$ cat config.mk
export PLATFORM = sky130hd
export DESIGN_NAME = wheel_sync_pid_profile
export DESIGN_NICKNAME = d
export VERILOG_FILES = /design/src/hdl/wsp_pkg.sv /design/src/hdl/wsp_regs.sv /design/src/hdl/wsp_track.sv /design/src/hdl/wsp_pid.sv /design/src/hdl/wheel_sync_pid_profile.sv
export VERILOG_INCLUDE_DIRS = /design/src /design/src/hdl
export SDC_FILE = /design/constraint.sdc
export NUM_CORES = 2
export LEC_CHECK = 0
export BUFFER_PORTS_ARGS = -buffer_cell sky130_fd_sc_hd__buf_2
export CAP_MARGIN = 15
export CORE_UTILIZATION = 35
export CTS_CLUSTER_SIZE = 25
export DETAILED_ROUTE_END_ITERATION = 10
export PLACE_DENSITY = 0.53
export SETUP_SLACK_MARGIN = 0.1
export SLEW_MARGIN = 20
export SYNTH_ARGS = -nofsm -noshare
export SYNTH_HDL_FRONTEND = slang
export SYNTH_SLANG_ARGS = --single-unit
$ cat constraint.sdc
create_clock -name clk -period 11 [get_ports clk]
set_clock_uncertainty 0.2 [all_clocks]
set_input_delay 0.55 -clock clk [delete_from_list [all_inputs] [get_ports clk]]
set_output_delay 0.55 -clock clk [all_outputs]
set_load 0.005 [all_outputs]
$ cat src/hdl/wheel_sync_pid_profile_defines.svh
// Assertion macros shared by the wheel synchroniser RTL.
`ifndef WHEEL_SYNC_PID_PROFILE_DEFINES_SVH
`define WHEEL_SYNC_PID_PROFILE_DEFINES_SVH
`ifndef SYNTH
`define WSP_ASSERT_IMP(lbl, pre, post, msg) \
	lbl: assert property (@(posedge clk) disable iff (!arst_n) (pre) |-> (post)) \
		else $error(msg);
`define WSP_ASSERT_NXT(lbl, pre, post, msg) \
	lbl: assert property (@(posedge clk) disable iff (!arst_n) (pre) |=> (post)) \
		else $error(msg);
`else
`define WSP_ASSERT_IMP(lbl, pre, post, msg)
`define WSP_ASSERT_NXT(lbl, pre, post, msg)
`endif
`endif

$ cat src/hdl/wsp_pkg.sv
// Types, codes and defaults shared by the wheel synchroniser modules.
package wsp_pkg;

	localparam int TOTAL_WIDTH_DEF    = 24;
	localparam int INTEGRAL_WIDTH_DEF = 24;

	localparam int ADDR_WIDTH = 5;
	localparam int DATA_WIDTH = 32;

	localparam logic [2:0] REG_GAIN_P     = 3'd0;
	localparam logic [2:0] REG_GAIN_I     = 3'd1;
	localparam logic [2:0] REG_GAIN_D     = 3'd2;
	localparam logic [2:0] REG_SPEED_SLOW = 3'd3;
	localparam logic [2:0] REG_SPEED_MID  = 3'd4;
	localparam logic [2:0] REG_SPEED_FAST = 3'd5;
	localparam logic [2:0] REG_RAMP_SHORT = 3'd6;
	localparam logic [2:0] REG_RAMP_LONG  = 3'd7;

	localparam logic [15:0] GAIN_P_RST     = 16'd819;
	localparam logic [15:0] GAIN_I_RST     = 16'd410;
	localparam logic [15:0] GAIN_D_RST     = 16'd410;
	localparam logic [14:0] SPEED_SLOW_RST = 15'd1638;
	localparam logic [14:0] SPEED_MID_RST  = 15'd4915;
	localparam logic [14:0] SPEED_FAST_RST = 15'd8192;
	localparam logic [15:0] RAMP_SHORT_RST = 16'd700;
	localparam logic [15:0] RAMP_LONG_RST  = 16'd1400;

	localparam logic CMD_START  = 1'b0;
	localparam logic CMD_SAMPLE = 1'b1;

	localparam logic [1:0] MODE_STRAIGHT = 2'd0;
	localparam logic [1:0] MODE_SPIN_R   = 2'd1;
	localparam logic [1:0] MODE_SPIN_L   = 2'd2;

	localparam logic signed [15:0] DRIVE_MAX = 16'sd16384;

	typedef struct packed {
		logic [15:0] gain_p;
		logic [15:0] gain_i;
		logic [15:0] gain_d;
		logic [14:0] speed_slow;
		logic [14:0] speed_mid;
		logic [14:0] speed_fast;
		logic [15:0] ramp_short;
		logic [15:0] ramp_long;
	} wsp_cfg_t;

	typedef struct packed {
		logic [1:0]  mode;
		logic [14:0] band;
		logic        zero;
		logic        done;
	} wsp_ctl_t;

endpackage

$ cat src/hdl/wsp_regs.sv
// APB register bank holding the gains, band speeds and ramp lengths.
module wsp_regs (
	input  logic                             clk,
	input  logic                             arst_n,
	input  logic                             psel,
	input  logic                             penable,
	input  logic                             pwrite,
	input  logic [wsp_pkg::ADDR_WIDTH-1:0]   paddr,
	input  logic [wsp_pkg::DATA_WIDTH-1:0]   pwdata,
	output logic [wsp_pkg::DATA_WIDTH-1:0]   prdata,
	output logic                             pready,
	output wsp_pkg::wsp_cfg_t                cfg
);

	wsp_pkg::wsp_cfg_t cfg_q;
	logic [2:0]        idx;
	logic              wr;

	assign idx    = paddr[4:2];
	assign wr     = psel && penable && pwrite;
	assign pready = 1'b1;
	assign cfg    = cfg_q;

	always_ff @(posedge clk or negedge arst_n) begin
		if (!arst_n) begin
			cfg_q.gain_p     <= wsp_pkg::GAIN_P_RST;
			cfg_q.gain_i     <= wsp_pkg::GAIN_I_RST;
			cfg_q.gain_d     <= wsp_pkg::GAIN_D_RST;
			cfg_q.speed_slow <= wsp_pkg::SPEED_SLOW_RST;
			cfg_q.speed_mid  <= wsp_pkg::SPEED_MID_RST;
			cfg_q.speed_fast <= wsp_pkg::SPEED_FAST_RST;
			cfg_q.ramp_short <= wsp_pkg::RAMP_SHORT_RST;
			cfg_q.ramp_long  <= wsp_pkg::RAMP_LONG_RST;
		end else if (wr) begin
			case (idx)
				wsp_pkg::REG_GAIN_P:     cfg_q.gain_p     <= pwdata[15:0];
				wsp_pkg::REG_GAIN_I:     cfg_q.gain_i     <= pwdata[15:0];
				wsp_pkg::REG_GAIN_D:     cfg_q.gain_d     <= pwdata[15:0];
				wsp_pkg::REG_SPEED_SLOW: cfg_q.speed_slow <= pwdata[14:0];
				wsp_pkg::REG_SPEED_MID:  cfg_q.speed_mid  <= pwdata[14:0];
				wsp_pkg::REG_SPEED_FAST: cfg_q.speed_fast <= pwdata[14:0];
				wsp_pkg::REG_RAMP_SHORT: cfg_q.ramp_short <= pwdata[15:0];
				wsp_pkg::REG_RAMP_LONG:  cfg_q.ramp_long  <= pwdata[15:0];
				default: ;
			endcase
		end
	end

	always_comb begin
		case (idx)
			wsp_pkg::REG_GAIN_P:     prdata = 32'(cfg_q.gain_p);
			wsp_pkg::REG_GAIN_I:     prdata = 32'(cfg_q.gain_i);
			wsp_pkg::REG_GAIN_D:     prdata = 32'(cfg_q.gain_d);
			wsp_pkg::REG_SPEED_SLOW: prdata = 32'(cfg_q.speed_slow);
			wsp_pkg::REG_SPEED_MID:  prdata = 32'(cfg_q.speed_mid);
			wsp_pkg::REG_SPEED_FAST: prdata = 32'(cfg_q.speed_fast);
			wsp_pkg::REG_RAMP_SHORT: prdata = 32'(cfg_q.ramp_short);
			wsp_pkg::REG_RAMP_LONG:  prdata = 32'(cfg_q.ramp_long);
			default:                 prdata = '0;
		endcase
	end

endmodule

$ cat src/hdl/wsp_track.sv
// Move state, speed band selection and error terms, registered into stage two.
`include "wheel_sync_pid_profile_defines.svh"
module wsp_track #(
	parameter int TOTAL_WIDTH    = wsp_pkg::TOTAL_WIDTH_DEF,
	parameter int INTEGRAL_WIDTH = wsp_pkg::INTEGRAL_WIDTH_DEF
) (
	input  logic                             clk,
	input  logic                             arst_n,
	input  logic                             en,
	input  wsp_pkg::wsp_cfg_t                cfg,
	input  logic                             cmd_s1,
	input  logic [1:0]                       mode_s1,
	input  logic [23:0]                      target_s1,
	input  logic signed [15:0]               rdelta_s1,
	input  logic signed [15:0]               ldelta_s1,
	output logic signed [16:0]               err_s2,
	output logic signed [INTEGRAL_WIDTH-1:0] sum_s2,
	output logic signed [17:0]               diff_s2,
	output wsp_pkg::wsp_ctl_t                ctl_s2
);

	localparam int TW = TOTAL_WIDTH;
	localparam int IW = INTEGRAL_WIDTH;
	localparam int SW = ((IW > 17) ? IW : 17) + 1;
	localparam int BW = ((TW > 24) ? TW : 24) + 2;
	localparam logic signed [SW-1:0] IMAX = {{(SW-IW+1){1'b0}}, {(IW-1){1'b1}}};
	localparam logic signed [SW-1:0] IMIN = ~IMAX;
	localparam logic signed [17:0]   EMAX = 18'sd65535;
	localparam logic signed [17:0]   EMIN = -18'sd65536;

	logic [TW-1:0]          pulse_total_q;
	logic [23:0]            target_q;
	logic [1:0]             mode_q;
	logic [14:0]            band_q;
	logic signed [16:0]     prev_q;
	logic signed [IW-1:0]   err_sum_q;
	logic                   moving_q;

	logic signed [16:0]     cr, cl, e;
	logic signed [17:0]     ediff, dd;
	logic signed [SW-1:0]   sum_ext;
	logic signed [IW-1:0]   sum_new;
	logic signed [TW+1:0]   tsum;
	logic [TW-1:0]          total_new;
	logic signed [BW-1:0]   t, n, rs, rl, n_rs, n_rl;
	logic [14:0]            band_new;
	logic [1:0]             mode_start;
	logic                   reached;

	always_comb begin
		cr = {rdelta_s1[15], rdelta_s1};
		cl = {ldelta_s1[15], ldelta_s1};
		if (mode_q == wsp_pkg::MODE_SPIN_R) begin
			cr = -cr;
		end
		if (mode_q == wsp_pkg::MODE_SPIN_L) begin
			cl = -cl;
		end
		ediff = 18'(cr) - 18'(cl);
		if (ediff > EMAX) begin
			e = EMAX[16:0];
		end else if (ediff < EMIN) begin
			e = EMIN[16:0];
		end else begin
			e = ediff[16:0];
		end
		sum_ext = SW'(err_sum_q) + SW'(e);
		if (sum_ext > IMAX) begin
			sum_new = IMAX[IW-1:0];
		end else if (sum_ext < IMIN) begin
			sum_new = IMIN[IW-1:0];
		end else begin
			sum_new = sum_ext[IW-1:0];
		end
		dd = 18'(e) - 18'(prev_q);

		tsum = $signed({2'b00, pulse_total_q}) + (TW+2)'(cr);
		if (tsum[TW+1]) begin
			total_new = '0;
		end else if (tsum[TW]) begin
			total_new = '1;
		end else begin
			total_new = tsum[TW-1:0];
		end
		reached = BW'(total_new) >= BW'(target_q);

		t    = $signed(BW'(pulse_total_q));
		n    = $signed(BW'(target_q));
		rs   = $signed(BW'(cfg.ramp_short));
		rl   = $signed(BW'(cfg.ramp_long));
		n_rs = n - rs;
		n_rl = n - rl;
		if (t > n_rs) begin
			band_new = cfg.speed_slow;
		end else if (mode_q == wsp_pkg::MODE_STRAIGHT && t > rl && t < n_rl) begin
			band_new = cfg.speed_fast;
		end else if (t > n_rl || t > rs) begin
			band_new = cfg.speed_mid;
		end else begin
			band_new = band_q;
		end

		if (mode_s1 == wsp_pkg::MODE_SPIN_R || mode_s1 == wsp_pkg::MODE_SPIN_L) begin
			mode_start = mode_s1;
		end else begin
			mode_start = wsp_pkg::MODE_STRAIGHT;
		end
	end

	always_ff @(posedge clk or negedge arst_n) begin
		if (!arst_n) begin
			pulse_total_q <= '0;
			target_q      <= '0;
			mode_q        <= wsp_pkg::MODE_STRAIGHT;
			band_q        <= '0;
			prev_q        <= '0;
			err_sum_q     <= '0;
			moving_q      <= 1'b0;
		end else if (en) begin
			if (cmd_s1 == wsp_pkg::CMD_START) begin
				mode_q        <= mode_start;
				target_q      <= target_s1;
				pulse_total_q <= '0;
				prev_q        <= '0;
				err_sum_q     <= '0;
				band_q        <= cfg.speed_slow;
				moving_q      <= (target_s1 != '0);
			end else if (moving_q) begin
				band_q        <= band_new;
				pulse_total_q <= total_new;
				err_sum_q     <= sum_new;
				prev_q        <= e;
				moving_q      <= !reached;
			end
		end
	end

	always_ff @(posedge clk) begin
		if (en) begin
			if (cmd_s1 == wsp_pkg::CMD_START) begin
				err_s2      <= '0;
				sum_s2      <= '0;
				diff_s2     <= '0;
				ctl_s2.mode <= mode_start;
				ctl_s2.band <= cfg.speed_slow;
				ctl_s2.zero <= (target_s1 == '0);
				ctl_s2.done <= (target_s1 == '0);
			end else if (moving_q) begin
				err_s2      <= e;
				sum_s2      <= sum_new;
				diff_s2     <= dd;
				ctl_s2.mode <= mode_q;
				ctl_s2.band <= band_new;
				ctl_s2.zero <= reached;
				ctl_s2.done <= reached;
			end else begin
				err_s2      <= '0;
				sum_s2      <= '0;
				diff_s2     <= '0;
				ctl_s2.mode <= mode_q;
				ctl_s2.band <= '0;
				ctl_s2.zero <= 1'b1;
				ctl_s2.done <= 1'b0;
			end
		end
	end

	`WSP_ASSERT_IMP(a_moving_below_target, moving_q, BW'(pulse_total_q) < BW'(target_q), "moving with total at or past target")
	`WSP_ASSERT_IMP(a_idle_zero_total_start, en && cmd_s1 == wsp_pkg::CMD_START && target_s1 == '0, ##1 !moving_q, "zero-target start left the move running")

endmodule

$ cat src/hdl/wsp_pid.sv
// PID products in stage three, then correction sum, signs and drive saturation.
module wsp_pid #(
	parameter int INTEGRAL_WIDTH = wsp_pkg::INTEGRAL_WIDTH_DEF
) (
	input  logic                             clk,
	input  logic                             en,
	input  wsp_pkg::wsp_cfg_t                cfg,
	input  logic signed [16:0]               err_s2,
	input  logic signed [INTEGRAL_WIDTH-1:0] sum_s2,
	input  logic signed [17:0]               diff_s2,
	input  wsp_pkg::wsp_ctl_t                ctl_s2,
	output logic signed [15:0]               right_nx,
	output logic signed [15:0]               left_nx,
	output logic                             done_nx
);

	localparam int IW = INTEGRAL_WIDTH;
	localparam int PW = ((IW > 17) ? IW : 17) + 24;

	logic signed [33:0]    pp_s3;
	logic signed [IW+16:0] pi_s3;
	logic signed [34:0]    pd_s3;
	wsp_pkg::wsp_ctl_t     ctl_s3;

	logic signed [PW-1:0]  corr, left;
	logic signed [16:0]    rgt;

	always_ff @(posedge clk) begin
		if (en) begin
			pp_s3  <= $signed({1'b0, cfg.gain_p}) * err_s2;
			pi_s3  <= $signed({1'b0, cfg.gain_i}) * sum_s2;
			pd_s3  <= $signed({1'b0, cfg.gain_d}) * diff_s2;
			ctl_s3 <= ctl_s2;
		end
	end

	always_comb begin
		corr = PW'(pp_s3) + PW'(pi_s3) + PW'(pd_s3);
		left = PW'($signed({1'b0, ctl_s3.band})) + (corr <<< 2);
		if (ctl_s3.mode == wsp_pkg::MODE_SPIN_L) begin
			left = -left;
		end
		if (ctl_s3.mode == wsp_pkg::MODE_SPIN_R) begin
			rgt = -$signed({2'b00, ctl_s3.band});
		end else begin
			rgt = $signed({2'b00, ctl_s3.band});
		end

		if (ctl_s3.zero) begin
			left_nx = '0;
		end else if (left > PW'(wsp_pkg::DRIVE_MAX)) begin
			left_nx = wsp_pkg::DRIVE_MAX;
		end else if (left < -PW'(wsp_pkg::DRIVE_MAX)) begin
			left_nx = -wsp_pkg::DRIVE_MAX;
		end else begin
			left_nx = left[15:0];
		end

		if (ctl_s3.zero) begin
			right_nx = '0;
		end else if (rgt > 17'(wsp_pkg::DRIVE_MAX)) begin
			right_nx = wsp_pkg::DRIVE_MAX;
		end else if (rgt < -17'(wsp_pkg::DRIVE_MAX)) begin
			right_nx = -wsp_pkg::DRIVE_MAX;
		end else begin
			right_nx = rgt[15:0];
		end

		done_nx = ctl_s3.done;
	end

endmodule

$ cat src/hdl/wheel_sync_pid_profile.sv
// Top level of the two-wheel move controller with speed profile and PID sync.
// Throughput: one word per cycle; the input, state, product and result
// registers form a four-stage pipeline that stalls only when the output is held.
// Reset: clears pipeline valids and move state, and loads the register defaults.
`include "wheel_sync_pid_profile_defines.svh"
module wheel_sync_pid_profile #(
	parameter int TOTAL_WIDTH    = wsp_pkg::TOTAL_WIDTH_DEF,
	parameter int INTEGRAL_WIDTH = wsp_pkg::INTEGRAL_WIDTH_DEF
) (
	input  logic                           clk,
	input  logic                           arst_n,
	input  logic                           psel,
	input  logic                           penable,
	input  logic                           pwrite,
	input  logic [wsp_pkg::ADDR_WIDTH-1:0] paddr,
	input  logic [wsp_pkg::DATA_WIDTH-1:0] pwdata,
	output logic [wsp_pkg::DATA_WIDTH-1:0] prdata,
	output logic                           pready,
	input  logic                           in_valid,
	output logic                           in_ready,
	input  logic                           cmd,
	input  logic [1:0]                     move_mode,
	input  logic [23:0]                    target_pulses,
	input  logic signed [15:0]             right_delta,
	input  logic signed [15:0]             left_delta,
	output logic                           out_valid,
	input  logic                           out_ready,
	output logic signed [15:0]             right_drive,
	output logic signed [15:0]             left_drive,
	output logic                           done_res
);

	wsp_pkg::wsp_cfg_t cfg;

	logic                             v_s1, v_s2, v_s3, out_valid_q;
	logic                             mv_s1, mv_s2, mv_s3;
	logic                             free_s1, free_s2, free_s3, load_out, acc;
	logic                             cmd_s1;
	logic [1:0]                       mode_s1;
	logic [23:0]                      target_s1;
	logic signed [15:0]               rdelta_s1, ldelta_s1;
	logic signed [16:0]               err_s2;
	logic signed [INTEGRAL_WIDTH-1:0] sum_s2;
	logic signed [17:0]               diff_s2;
	wsp_pkg::wsp_ctl_t                ctl_s2;
	logic signed [15:0]               right_nx, left_nx;
	logic                             done_nx;
	logic signed [15:0]               right_q, left_q;
	logic                             done_q;

	wsp_regs u_regs (
		.clk     (clk),
		.arst_n  (arst_n),
		.psel    (psel),
		.penable (penable),
		.pwrite  (pwrite),
		.paddr   (paddr),
		.pwdata  (pwdata),
		.prdata  (prdata),
		.pready  (pready),
		.cfg     (cfg)
	);

	assign load_out = !out_valid_q || out_ready;
	assign mv_s3    = v_s3 && load_out;
	assign free_s3  = !v_s3 || mv_s3;
	assign mv_s2    = v_s2 && free_s3;
	assign free_s2  = !v_s2 || mv_s2;
	assign mv_s1    = v_s1 && free_s2;
	assign free_s1  = !v_s1 || mv_s1;
	assign in_ready = free_s1;
	assign acc      = in_valid && free_s1;

	always_ff @(posedge clk or negedge arst_n) begin
		if (!arst_n) begin
			v_s1        <= 1'b0;
			v_s2        <= 1'b0;
			v_s3        <= 1'b0;
			out_valid_q <= 1'b0;
		end else begin
			v_s1        <= (v_s1 && !mv_s1) || acc;
			v_s2        <= (v_s2 && !mv_s2) || mv_s1;
			v_s3        <= (v_s3 && !mv_s3) || mv_s2;
			out_valid_q <= (out_valid_q && !out_ready) || mv_s3;
		end
	end

	always_ff @(posedge clk) begin
		if (acc) begin
			cmd_s1    <= cmd;
			mode_s1   <= move_mode;
			target_s1 <= target_pulses;
			rdelta_s1 <= right_delta;
			ldelta_s1 <= left_delta;
		end
		if (mv_s3) begin
			right_q <= right_nx;
			left_q  <= left_nx;
			done_q  <= done_nx;
		end
	end

	wsp_track #(
		.TOTAL_WIDTH    (TOTAL_WIDTH),
		.INTEGRAL_WIDTH (INTEGRAL_WIDTH)
	) u_track (
		.clk       (clk),
		.arst_n    (arst_n),
		.en        (mv_s1),
		.cfg       (cfg),
		.cmd_s1    (cmd_s1),
		.mode_s1   (mode_s1),
		.target_s1 (target_s1),
		.rdelta_s1 (rdelta_s1),
		.ldelta_s1 (ldelta_s1),
		.err_s2    (err_s2),
		.sum_s2    (sum_s2),
		.diff_s2   (diff_s2),
		.ctl_s2    (ctl_s2)
	);

	wsp_pid #(
		.INTEGRAL_WIDTH (INTEGRAL_WIDTH)
	) u_pid (
		.clk      (clk),
		.en       (mv_s2),
		.cfg      (cfg),
		.err_s2   (err_s2),
		.sum_s2   (sum_s2),
		.diff_s2  (diff_s2),
		.ctl_s2   (ctl_s2),
		.right_nx (right_nx),
		.left_nx  (left_nx),
		.done_nx  (done_nx)
	);

	assign out_valid   = out_valid_q;
	assign right_drive = right_q;
	assign left_drive  = left_q;
	assign done_res    = done_q;

	`WSP_ASSERT_IMP(a_done_drives_zero, out_valid && done_res, right_drive == 0 && left_drive == 0, "done word carries a non-zero drive")
	`WSP_ASSERT_IMP(a_drive_range, out_valid, right_drive <= wsp_pkg::DRIVE_MAX && right_drive >= -wsp_pkg::DRIVE_MAX && left_drive <= wsp_pkg::DRIVE_MAX && left_drive >= -wsp_pkg::DRIVE_MAX, "drive outside plus or minus one")
	`WSP_ASSERT_IMP(a_empty_ready, !v_s1, in_ready, "input refused with an empty input stage")
	`WSP_ASSERT_NXT(a_stage_advance, v_s3 && !out_valid, out_valid, "stage three word not moved to the output")

endmodule
==> qor.yml <==
yosys:
  synth_ff_type: "edfxtp_1"
  postSynthAreaPerCell_um2: 9.48
  ys_ff_latch: 535
  synth_edf_count: 299
  synthArstFlopShare_pct: 44.1
  synthDistinctLibCells: 118
  synth_warnings: 0
  netlist_area_mm2: 0.0696
  ys_seq_area_share_pct: 21.4
  synthCells: 7345
die:
  start_util_pct: 35.3
  num_rows: 163
  ios: 171
  coreArea_mm2: 0.197
  die_width_um: 448
  die_h_um: 448
  dieArea_mm2: 0.201
detailed_routing:
  vias: 51600
  drc: 0
  wire_per_inst_um: 20.5
  dr.first_iter.drc_count: 3432
  wirelength_mm: 206
  vias_per_cell: 5.12
  drtAntennaViolNets: 0
  firstDrtPassIters: 5
clock_tree:
  path_clk_slew_ns: 0.07
  clk_latency_ns: 0.73
  htreeDepth: 2
  numCtsBuffers: 60
  post_cts_resized: 0
  cts_root_buf: "clkbuf_16"
  cts_setup_buffers: 0
  cts.sinks: 535
  ctsLongestPathBuffers: 3
  cts_tree: "done"
critical_path:
  worstSetupPathType: "register to register"
  r2r-end: "u_track.err_sum_q[7]"
  end_kind: "register"
  cp.arrival_ns: 9.93
  crit_end: "u_track.err_sum_q[7]"
  cp_slowest_stage_delay_ns: 0.56
  r2r_cells: 38
  r2r_slack_ns: 1.50
  crit_required_ns: 11.42
  start_kind: "register"
  startpoint: "u_track.mode_q[0]"
  r2r_start: "u_track.mode_q[0]"
  critPathSlowestCell: "and2_1"
  critPathMaxFanout: 21
  crit_path_frequent_cell: "a21oi_1"
run_status:
  status: "complete, no violations"
cells_and_area:
  areaGrowthSynthToFinish_pct: 8.65
  fin_nets: 9000
  drive_gt1_share_pct: 7.75
  nFillCells: 20000
timing:
  post-route-period-util_pct: 86.4
  tightest_slew_ns: 1.08
  rsz0062_at_grt: "false"
  whs_ns: 0.0368
  totalNegativeSetupSlack_ns: 0
  slew_violations: 0
  hold_viol_final: 0
  period_minus_slack_ns: 9.50
  setup-violations-final: 0
  max_clock_freq_mhz: 105
  slew_headroom_pct: 28.0
global_route:
  grt_pass1_wl_mm: 321
  grt_pass1_vias: 54100
  grt_start_max_net_pins: 154
  grt_usage_pct: 20.8
  grt.overflow.total: 0
  antenna_found_initial: 23
placed_design:
  io_buffer_count: 135
  gp_congestion: 0.884
  dp_hpwl_mm: 165
flow_run:
  cap_viol_max_count: 0
min_path:
  min_path_type: "input port to register"
logic make-up after synthesis:
logic type               after synthesis  synth area share [%]
other                                  2                0.0108
adder cells (fa/ha/maj)             1521                  37.3
AND/OR/NAND/NOR                     2208                  15.5
flip-flops                           535                  21.4
multiplexers                         174                  2.98
buffers and inverters               1513                  8.31
AO/OA/AOI/OAI                       1063                  10.2
XOR/XNOR                             329                  4.18
timing repair:
action                                  4_1_cts  5_1_grt
endpoints found under the setup margin        0        0
hold buffers                                 72        0
hold endpoints to repair                    160        0
layout by cell type (no fill, tap or decap), types with 30 or more instances in the layout:
master         Yosys  final
nor4_1            34     34
a211oi_1          32     32
buf_2             18    134
ha_1             593    593
o31ai_1           35     35
mux2i_1           33     33
or3_1             30     30
dlygate4sd3_1      0     72
and2_1           436    434
nor2b_1           46     44
nand4_1           49     49
inv_1           1211   1210
a21o_1            96     96
a21oi_1          260    260
o22ai_1           30     30
o21ai_0          228    228
nand3_1           89     89
o211ai_1          38     38
fa_1             928    928
buf_4             17     48
nand2_1          806    805
nor3_1           130    127
o21bai_1          33     33
edfxtp_1         299    299
dfrtp_1          194    194
xor2_1            89     89
dfstp_2           42     42
and3_1            38     38
nand2b_1          63     63
clkbuf_16          0     60
mux2_2           126    126
o21a_1            50     50
xnor2_1          236    235
nor2_1           382    378
flip-flops by register name, indices dropped and copies added (netlist names), 17 cells and up:
name / count
u_track.target_q: 24
u_track.ctl_s2: 19
u_pid.pp_s3: 34
u_regs.cfg: 125
u_pid.pi_s3: 41
u_track.pulse_total_q: 24
u_track.err_sum_q: 24
u_track.diff_s2: 18
u_track.err_s2: 17
u_track.prev_q: 17
u_pid.ctl_s3: 18
target_s1: 24
u_track.sum_s2: 24
u_pid.pd_s3: 35
worst min path at each step:
stage,startpoint,end,slack [ns],depth (start not counted)
floorplan,arst_n,out_valid,0.05,0
detailed placement,u_track.ctl_s2[0],u_pid.done_nx,0.21,0
finish,pwdata[11],u_regs.cfg[27],0.04,3
global route,pwdata[6],u_regs.cfg[6],0.03,3
global placement,u_track.ctl_s2[0],u_pid.done_nx,0.21,0
CTS,pwdata[6],u_regs.cfg[6],0.0007,3
worst max-delay path, delay by kind of cell, from the launching register on:
| family | cells | cell delay (ns) |
|---|---|---|
| AOI/OAI and AO/OA | 24 | 5.02 |
| and+or+nand+nor | 9 | 2.46 |
| buffers and inverters | 1 | 0.11 |
| DFF | 1 | 0.52 |
| xor gates and xnor gates | 1 | 0.18 |
| adders and majority gates | 3 | 0.88 |
Yosys cell counts, types with 14 or more instances:
library cell | count | area (um^2)
nor2b_1 | 46 | 288
nor2_1 | 382 | 1430
nand2b_1 | 63 | 394
buf_2 | 18 | 90.1
a31oi_1 | 29 | 181
o21a_1 | 50 | 375
dfstp_2 | 42 | 1100
nor4_1 | 34 | 213
o2bb2ai_1 | 16 | 140
mux2i_1 | 33 | 330
dfrtp_1 | 194 | 4850
a221o_1 | 15 | 150
xnor2_1 | 236 | 2070
o31ai_1 | 35 | 263
nand2_1 | 806 | 3030
a21oi_1 | 260 | 1300
or3_1 | 30 | 188
mux2_2 | 126 | 1420
nand4_1 | 49 | 307
buf_4 | 17 | 128
o22ai_1 | 30 | 188
or2_2 | 24 | 150
a21o_1 | 96 | 721
o21ai_0 | 228 | 1140
and2_1 | 436 | 2730
nand3_1 | 89 | 445
fa_1 | 928 | 18600
and3_1 | 38 | 238
o211ai_1 | 38 | 285
clkbuf_1 | 251 | 942
ha_1 | 593 | 7420
o21bai_1 | 33 | 248
mux4_2 | 14 | 315
xor2_1 | 89 | 780
nor3_1 | 130 | 651
inv_1 | 1211 | 4550
a21boi_0 | 25 | 188
edfxtp_1 | 299 | 8980
a211oi_1 | 32 | 240
o41ai_1 | 14 | 123
metal layers:
metal	track usage (%)	wire [um]	vias up
met5	0	37	-
li1	-	-	24000
met3	2.31	9600	286
met4	7.16	7770	6
met2	35.4	99000	1272
met1	27.4	89700	26000
final cells by class:
cell class / instances / area, um^2 / area share (%)
clock inverters: 42 / 464 / 0.613
flip-flops and latches: 535 / 14900 / 19.7
multi-input cells: 5312 / 49100 / 64.8
repair buffers: 256 / 1790 / 2.36
diodes: 3 / 7.51 / 0.00992
inverters: 1211 / 4550 / 6.01
clock buffers: 72 / 1580 / 2.08
well taps: 2640 / 3300 / 4.36
through the flow:
stage / std cells / area, um^2 / utilization, % / setup WS (ns)
global placement: 9882 / 72900 / 36.9 / 1.62
floorplan: 7360 / 69700 / - / 3.26
global route: 10100 / 75700 / 38.3 / 0.259
detailed placement: 9882 / 72900 / 36.9 / 1.53
CTS: 10100 / 75700 / 38.3 / 1.47
finish: 10100 / 75700 / 38.3 / 1.50
Power is left out: the tool's default activity adds up to more than one toggle a clock period on the data nets, which glitch-free logic cannot reach.
